File: src/rtl/lu8dec_pkg.sv
// Shared types, constants and lead-byte classification for the lenient UTF-8 decoder.
// No dependencies.
package lu8dec_pkg;

  localparam int unsigned CP_W    = 21;
  localparam int unsigned BYTE_W  = 8;
  localparam int unsigned OUT_TDATA_W = 24;

  typedef enum logic [2:0] {
    FORM_BAD = 3'd0,
    FORM_1   = 3'd1,
    FORM_2   = 3'd2,
    FORM_3   = 3'd3,
    FORM_4   = 3'd4
  } form_t;

  typedef struct packed {
    logic            last;
    logic [CP_W-1:0] cp;
  } res_t;

  function automatic form_t form_length(input logic [BYTE_W-1:0] c);
    form_t f;
    priority if (c[7] == 1'b0)         f = FORM_1;
    else if (c[7:5] == 3'b110)         f = FORM_2;
    else if (c[7:4] == 4'b1110)        f = FORM_3;
    else if (c[7:3] == 5'b11110)       f = FORM_4;
    else                               f = FORM_BAD;
    return f;
  endfunction

endpackage

File: src/rtl/lenient_utf8_stream_decoder.sv
// Lenient UTF-8 byte-stream decoder: one byte in, zero to two code points out.
// A result is registered in the result queue and shown once the results ahead of it are taken.
// Throughput: one byte per cycle while at most one result is queued; a text
// cut short inside a 4-byte form may give two results, from a three-entry queue.
// Reset (rst_n low, synchronous) empties the queue and closes any open sequence.
// Depends on lu8dec_pkg.
module lenient_utf8_stream_decoder (
  input  logic        clk,
  input  logic        rst_n,
  input  logic [7:0]  in_tdata,   // [7:0] in_byte
  input  logic        in_tlast,   // end_of_text
  input  logic        in_tvalid,
  output logic        in_tready,
  output logic [23:0] out_tdata,  // [20:0] code_point, [23:21] zero
  output logic        out_tlast,  // run_last
  output logic        out_tvalid,
  input  logic        out_tready
);
  import lu8dec_pkg::*;

  logic [BYTE_W-1:0] held_r [3];
  logic [1:0]        hc_r, hc_nxt;
  form_t             seq_r, seq_nxt;

  res_t              q_r [3];
  res_t              q_nxt [3];
  res_t              q_s [3];
  logic [1:0]        cnt_r, cnt_nxt, base;

  logic              acc, pop, wr_held, eot;
  logic [1:0]        wr_idx, n_res;
  logic [BYTE_W-1:0] b;
  logic [CP_W-1:0]   cp0, cp1;
  form_t             fl, fl_h1;
  res_t              res0, res1;

  assign b         = in_tdata;
  assign eot       = in_tlast;
  assign in_tready = (cnt_r <= 2'd1);
  assign acc       = in_tvalid && in_tready;
  assign out_tvalid = (cnt_r != 2'd0);
  assign pop       = out_tvalid && out_tready;
  assign out_tdata = {{(OUT_TDATA_W-CP_W){1'b0}}, q_r[0].cp};
  assign out_tlast = q_r[0].last;

  // decode
  always_comb begin
    fl      = form_length(b);
    fl_h1   = form_length(held_r[1]);
    n_res   = 2'd0;
    cp0     = '0;
    cp1     = '0;
    hc_nxt  = hc_r;
    seq_nxt = seq_r;
    wr_held = 1'b0;
    wr_idx  = hc_r;
    if (seq_r == FORM_BAD || hc_r == 2'd0) begin
      hc_nxt  = 2'd0;
      seq_nxt = FORM_BAD;
      wr_idx  = 2'd0;
      if (fl == FORM_1) begin
        n_res = 2'd1;
        cp0   = {{(CP_W-BYTE_W){1'b0}}, b};
      end else if (fl != FORM_BAD && !eot) begin
        wr_held = 1'b1;
        hc_nxt  = 2'd1;
        seq_nxt = fl;
      end
    end else if ({1'b0, hc_r} + 3'd1 >= seq_r) begin
      n_res = 2'd1;
      unique case (seq_r)
        FORM_2:  cp0 = {10'd0, held_r[0][4:0], b[5:0]};
        FORM_3:  cp0 = {5'd0, held_r[0][3:0], held_r[1][5:0], b[5:0]};
        FORM_4:  cp0 = {held_r[0][2:0], held_r[1][5:0], held_r[2][5:0], b[5:0]};
        default: cp0 = '0;
      endcase
      hc_nxt  = 2'd0;
      seq_nxt = FORM_BAD;
    end else if (eot) begin
      // truncated: lead dropped, rest decoded again
      if (hc_r == 2'd1) begin
        if (fl == FORM_1) begin
          n_res = 2'd1;
          cp0   = {{(CP_W-BYTE_W){1'b0}}, b};
        end
      end else begin
        if (fl_h1 == FORM_1) begin
          cp0 = {{(CP_W-BYTE_W){1'b0}}, held_r[1]};
          if (fl == FORM_1) begin
            n_res = 2'd2;
            cp1   = {{(CP_W-BYTE_W){1'b0}}, b};
          end else begin
            n_res = 2'd1;
          end
        end else if (fl_h1 == FORM_2) begin
          n_res = 2'd1;
          cp0   = {10'd0, held_r[1][4:0], b[5:0]};
        end else if (fl == FORM_1) begin
          n_res = 2'd1;
          cp0   = {{(CP_W-BYTE_W){1'b0}}, b};
        end
      end
      hc_nxt  = 2'd0;
      seq_nxt = FORM_BAD;
    end else begin
      wr_held = 1'b1;
      hc_nxt  = hc_r + 2'd1;
    end
    if (eot) begin
      hc_nxt  = 2'd0;
      seq_nxt = FORM_BAD;
    end
  end

  assign res0 = '{last: (n_res == 2'd1), cp: cp0};
  assign res1 = '{last: 1'b1, cp: cp1};

  // result queue
  always_comb begin
    base   = cnt_r - {1'b0, pop};
    q_s[0] = pop ? q_r[1] : q_r[0];
    q_s[1] = pop ? q_r[2] : q_r[1];
    q_s[2] = q_r[2];
    for (int i = 0; i < 3; i++) begin
      q_nxt[i] = q_s[i];
      if (acc && n_res != 2'd0 && base == 2'(i)) q_nxt[i] = res0;
      if (acc && n_res == 2'd2 && base + 2'd1 == 2'(i)) q_nxt[i] = res1;
    end
    cnt_nxt = base + (acc ? n_res : 2'd0);
  end

  always_ff @(posedge clk) begin
    if (!rst_n) begin
      hc_r  <= 2'd0;
      seq_r <= FORM_BAD;
      cnt_r <= 2'd0;
    end else begin
      cnt_r <= cnt_nxt;
      if (acc) begin
        hc_r  <= hc_nxt;
        seq_r <= seq_nxt;
      end
    end
  end

  always_ff @(posedge clk) begin
    for (int i = 0; i < 3; i++) q_r[i] <= q_nxt[i];
    if (acc && wr_held) held_r[wr_idx] <= b;
  end

endmodule

File: config.mk
export PLATFORM = sky130hd
export DESIGN_NAME = lenient_utf8_stream_decoder
export DESIGN_NICKNAME = d
export VERILOG_FILES = /design/src/rtl/lu8dec_pkg.sv /design/src/rtl/lenient_utf8_stream_decoder.sv
export SDC_FILE = /design/constraint.sdc
export NUM_CORES = 1
export LEC_CHECK = 0
export ABC_AREA = 1
export BUFFER_PORTS_ARGS = -buffer_cell sky130_fd_sc_hd__buf_2
export CAP_MARGIN = 20
export CORE_MARGIN = 4
export CORE_UTILIZATION = 65
export DETAILED_ROUTE_END_ITERATION = 10
export GPL_ROUTABILITY_DRIVEN = 0
export GPL_TIMING_DRIVEN = 1
export PLACE_DENSITY = 0.83
export SYNTH_ARGS = -nofsm -noshare
export SYNTH_HDL_FRONTEND = slang
export SYNTH_SLANG_ARGS = --single-unit
File: constraint.sdc
create_clock -name clk -period 5.8 [get_ports clk]
set_input_delay 0.29 -clock clk [delete_from_list [all_inputs] [get_ports clk]]
set_output_delay 0.29 -clock clk [all_outputs]
set_load 0.05 [all_outputs]
## Word level (Yosys, flattened, before mapping)

Memory sizes are Yosys's and may differ from the RTL's.
Cells that the tools add are included.

| operators by class | value |
|---|---|
| add/subtract/negate cells | 5 |
| magnitude comparators | 2 |
| equality and inequality tests | 19 |
| mux-type cells | 56 |
| reductions and logical operators | 23 |

Operators by type and width:

| kind | count |
|---|---|
| 22-bit two-way mux | 8 |
| 21-bit two-way mux | 6 |
| 21-bit one-hot mux with 3 select lines | 1 |
| 8-bit two-way mux | 6 |
| 3-bit two-way mux | 13 |
| 2-bit two-way mux | 12 |
| 1-bit logical AND | 12 |
| 5-bit equality test (second input constant) | 2 |
| 1-bit two-way mux | 10 |
| 3-bit by 2-bit equality test with 1-bit output (second input constant) | 3 |
| 3-bit equality test (second input constant) | 3 |
| 2-bit by 1-bit equality test with 1-bit output (second input constant) | 4 |
| 4-bit equality test (second input constant) | 2 |
| 2-bit equality test (second input constant) | 3 |
| 3-bit by 1-bit equality test with 1-bit output (second input constant) | 2 |
| 2-bit logical NOT | 3 |
| 3-bit nonzero test | 2 |
| 2-bit by 1-bit adder with 2-bit output (second input constant) | 2 |
| 2-bit nonzero test | 2 |
| 2-bit by 1-bit adder with 3-bit output (second input constant) | 1 |
| 3-bit >= comparator | 1 |
| 3-bit logical NOT | 1 |
| 2-bit adder | 1 |
| 2-bit by 1-bit <= comparator with 1-bit output (second input constant) | 1 |
| other kinds (4) | 4 |

| word-level totals | value |
|---|---|
| flip-flop bits (word level) | 7 |
| RAM bits | 90 |
| input port bits | 13 |
| word-level logic and storage cells | 110 |
| memories | 2 |

Memories:

| name | words | width | rd ports | clocked after Yosys merged registers in | wr ports | RTL line | text |
|---|---|---|---|---|---|---|---|
| q_r | 3 | 22 | 3 | 0 | 3 | lenient_utf8_stream_decoder.sv:25 | `res_t q_r [3];` |
| held_r | 3 | 8 | 3 | 0 | 1 | lenient_utf8_stream_decoder.sv:21 | `logic [BYTE_W-1:0] held_r [3];` |

## Longest topological paths before layout

| logic depth | value |
|---|---|
| depth after elaboration | 18 |
| gate-level depth with buffers | 15 |
| mapped depth without buffers | 14 |

## Worst setup path before layout

OpenSTA, ideal clock, no wires.

| timing | value |
|---|---|
| path kind | register -> register |
| from | reg cnt_r[1] (netlist name) |
| to | mem q_r[0][22] (netlist name), enable pin |
| arrival | 2953 ps |
| data required time | 5463 ps |
| slack | 2510 ps |
| cell stages (with the launch flop) | 13 |
| cells stage by stage | dfxtp_1 -> inv_1 -> nand2_1 -> nand2_1 -> inv_1 -> clkbuf_1 -> ha_1 -> xnor2_1 -> inv_2 -> nor2_1 -> nand2_4 -> buf_2 -> nand3_1 |

RTL lines:

| element | RTL line |
|---|---|
| end, declared | lenient_utf8_stream_decoder.sv:25 |

==> flow_summary_export.csv <==
group,metric,value,unit
sta,rsz0062_at_grt,"no",
cells_and_area,area_delta_synth_final,2.795,%
clock_tree,worstSkewPairLatency,0.38,ns
route,drt_iter0_drc,411,
flow_run,drv_cap,0,
clock_tree,cts_resized,0,
synth,yosysWarnings,0,
clock_tree,path_clk_slew,0.10,ns
critical_path,crit_family,"simple AND/OR/NAND/NOR gates",
route,dr.pass1.iters,7,
sta,max_slew_margin,0.4450,
global_route,gr-total-overflow,0,
synth,netlist_instances,750,
global_route,grt_pass1_wl,21600,µm
power_and_ir_drop,vdd_drop_max,0.0001722,V
synth,synth_cell_types,33,
global_route,met2_usage,0.4284,
critical_path,worstSetupStartpointType,"flip-flop",
critical_path,crit_slowest_cell,"nand3_1",
critical_path,crit_cells,11,
place,dp.final_hpwl,9272,µm
global_route,grt_util_all_layers,0.2682,
outcome,outcome,"finished clean",
synth,synth-seq-cells,92,
clock_tree,cts-root-buf,"clkbuf_8",
floorplan,initial_core_util,0.6680,
route,wl,12970,µm
synth,syn-cell-area,5461,µm²
synth,ys_seq_area_frac,0.4160,
global_route,grtUsageMet1,0.3670,
floorplan,rows,33,
sta,skew,0.01404,ns
global_route,antenna_found_initial,0,
route,viasPerCell,5.882,
clock_tree,cts_tree,"built",
sta,tightest_slew,0.8316,ns
critical_path,crit_chain,"inv_1 > ha_1 > ha_1 > nand3_1 > nand3_1 > nor2_1 > nand2_1 > nand3_2 > nand2_8 > nand2_4 > nand3_1",
place,io_buffers,36,
power_and_ir_drop,cellLeakagePower,2.730,nW
sta,fmaxAchievable,0.2672,GHz
global_route,grt_use_met3,0.04067,
critical_path,rrSetupSlack,2.06,ns
sta,period_needed,3.743,ns
critical_path,worst_setup_path_end_kind,"flip-flop",
synth,syn_area_per_cell,7.282,µm²
global_route,grt_pass1_vias,4532,
sta,setup_viol,0,
power_and_ir_drop,power,2.443,mW
cells_and_area,nNetsFinal,760,
global_route,grt_busiest_layer,"met2",
sta,maxSlewViolCount,0,
floorplan,die_y,99.67,µm
critical_path,crit_buf_inv,1,
sta,hold_viol,0,
clock_tree,cts_buffers,9,
hold_path,hold_path_class,"in -> reg",
critical_path,required,5.84,ns
cells_and_area,drive_gt1_frac,0.1048,
global_route,grt_max_degree,47,
critical_path,r2r_start,"hc_r[0]",
route,vias,4994,
critical_path,cp_max_fo,46,
clock_tree,postCtsHoldBufs,0,
clock_tree,cts_setup_buffers,0,
clock_tree,clock_sinks,92,
floorplan,dieArea,9933,µm²
power_and_ir_drop,power_density,435.1,nW/µm²
hold_path,hold-path-endpoint,"held_r[1][6]",
route,wl_per_cell,15.28,µm
critical_path,critical_path_class,"reg -> reg",
critical_path,cp.arrival,3.78,ns
sta,period_share,0.6454,
route,drcViolationCount,0,
cells_and_area,fillCellCount,699,
critical_path,ff2ff_path_depth,11,
floorplan,core_area,8175,µm²
synth,synth_largest_area_cell,"edfxtp_1",
synth,yosys.area.top_type_share,0.2364,
floorplan,ios,40,
floorplan,die_w,99.67,µm
clock_tree,htreeDepth,3,
critical_path,max_stage_delay,0.57,ns
hold_path,holdPathStages,1,
route,ant_nets,0,
sta,tns,0,ns
hold_path,hp-start,"in_tdata[6]",
critical_path,r2r_end,"q_r[0][29]",
cells_and_area,antenna_cells,0,
synth,synthTopCellsByArea,"edfxtp_1, dfxtp_1, nand2_1, nand3_1, inv_1",
clock_tree,clock_path_buffers,2,
critical_path,crit_top_cell,"nand3_1",
-- metal layers --
| metal | wire, µm | vias up |
|---|---|---|
| met4 | 346 | 0 |
| met1 | 5427 | 2245 |
| met2 | 6010 | 265 |
| li1 | - | 2447 |
| met5 | 0 | - |
| met3 | 1187 | 37 |
-- cell type report --
cell class	count	area [µm²]	share of cell area
tap	105	131.4	0.02340
clock buffer	9	123.9	0.02206
sequential	92	2272	0.4047
inverter	73	276.5	0.04925
timing repair buffer	41	217.7	0.03878
clock inverter	7	78.83	0.01404
multi-input combinational	522	2514	0.4477
-- per-stage QoR --
| step | util | cell area (µm²) | hold WS (ns) | instances | setup slack, ns |
|---|---|---|---|---|---|
| final | 0.6867 | 5614 | 0.1720 | 849 | 2.057 |
| after global routing | 0.6867 | 5614 | 0.1775 | 849 | 1.722 |
| after CTS | 0.6867 | 5614 | 0.1645 | 849 | 2.089 |
| after detailed placement | 0.6619 | 5411 | 0.4648 | 833 | 2.098 |
| after global placement | 0.6619 | 5411 | 0.4612 | 833 | 2.271 |
| after floorplan | - | 5469 | 0.3876 | 752 | 2.510 |
-- layout by cell type, fill, tap and decap left out, types with 2 or more instances in the layout --
cell / n
a21oi_1: 18
buf_2: 36
buf_4: 5
clkbuf_8: 9
conb_1: 3
dfxtp_1: 49
edfxtp_1: 43
ha_1: 8
inv_1: 68
inv_2: 4
inv_4: 2
inv_6: 3
nand2_1: 216
nand2_2: 2
nand2_4: 7
nand3_1: 135
nand4_1: 34
nor2_1: 36
nor2_2: 2
nor3_1: 3
nor4_1: 2
o21ai_0: 23
o21ai_1: 14
o22ai_1: 11
-- cell families (layout without fill, tap and decap cells) --
| group | after synthesis | after routing | synth area share |
|---|---|---|---|
| fa+ha+maj | 8 | 8 | 0.01833 |
| flops | 92 | 92 | 0.4160 |
| xor+xnor | 1 | 1 | 0.001604 |
| buf+inv | 138 | 130 | 0.1251 |
| simple gates | 442 | 442 | 0.3723 |
| compound gates | 68 | 68 | 0.06598 |
| other cells | 1 | 3 | 0.0006866 |
-- where the power goes --
group	leakage (nW)	internal, mW	total, mW	switching, mW
Combinational	1.82	0.265	1.07	0.807
Clock	0.107	0.207	0.460	0.253
Sequential	0.801	0.850	0.911	0.0612
Total	2.73	1.32	2.44	1.12
-- worst max-delay path by stage --
stage / startpoint / endpoint
3_3_place_gp: hc_r[0] / q_r[0][24]
6_report: hc_r[0] / q_r[0][29]
2_1_floorplan: cnt_r[1] / q_r[0][22]
5_1_grt: hc_r[0] / q_r[0][1]
3_5_place_dp: hc_r[0] / q_r[0][2]
4_1_cts: hc_r[0] / q_r[0][29]
-- synth_stat cells (all sizes together) --
| master | number |
|---|---|
| nand2 | 226 |
| nand3 | 136 |
| inv | 73 |
| dfxtp | 49 |
| buf | 46 |
| edfxtp | 43 |
| nor2 | 40 |
| o21ai | 37 |
| nand4 | 34 |
| clkbuf | 19 |
| a21oi | 18 |
| o22ai | 11 |
| ha | 8 |
| nor3 | 3 |
| nor4 | 2 |
| a211oi | 1 |
| conb | 1 |
| o2111ai | 1 |
| or2 | 1 |
| xnor2 | 1 |
-- sequential cells by signal, indices dropped and copies added, names as in the netlist --
register  flops
hc_r          2
seq_r         3
held_r       19
cnt_r         2
q_r          66
Note: power is estimated with default switching activity, not from simulation.
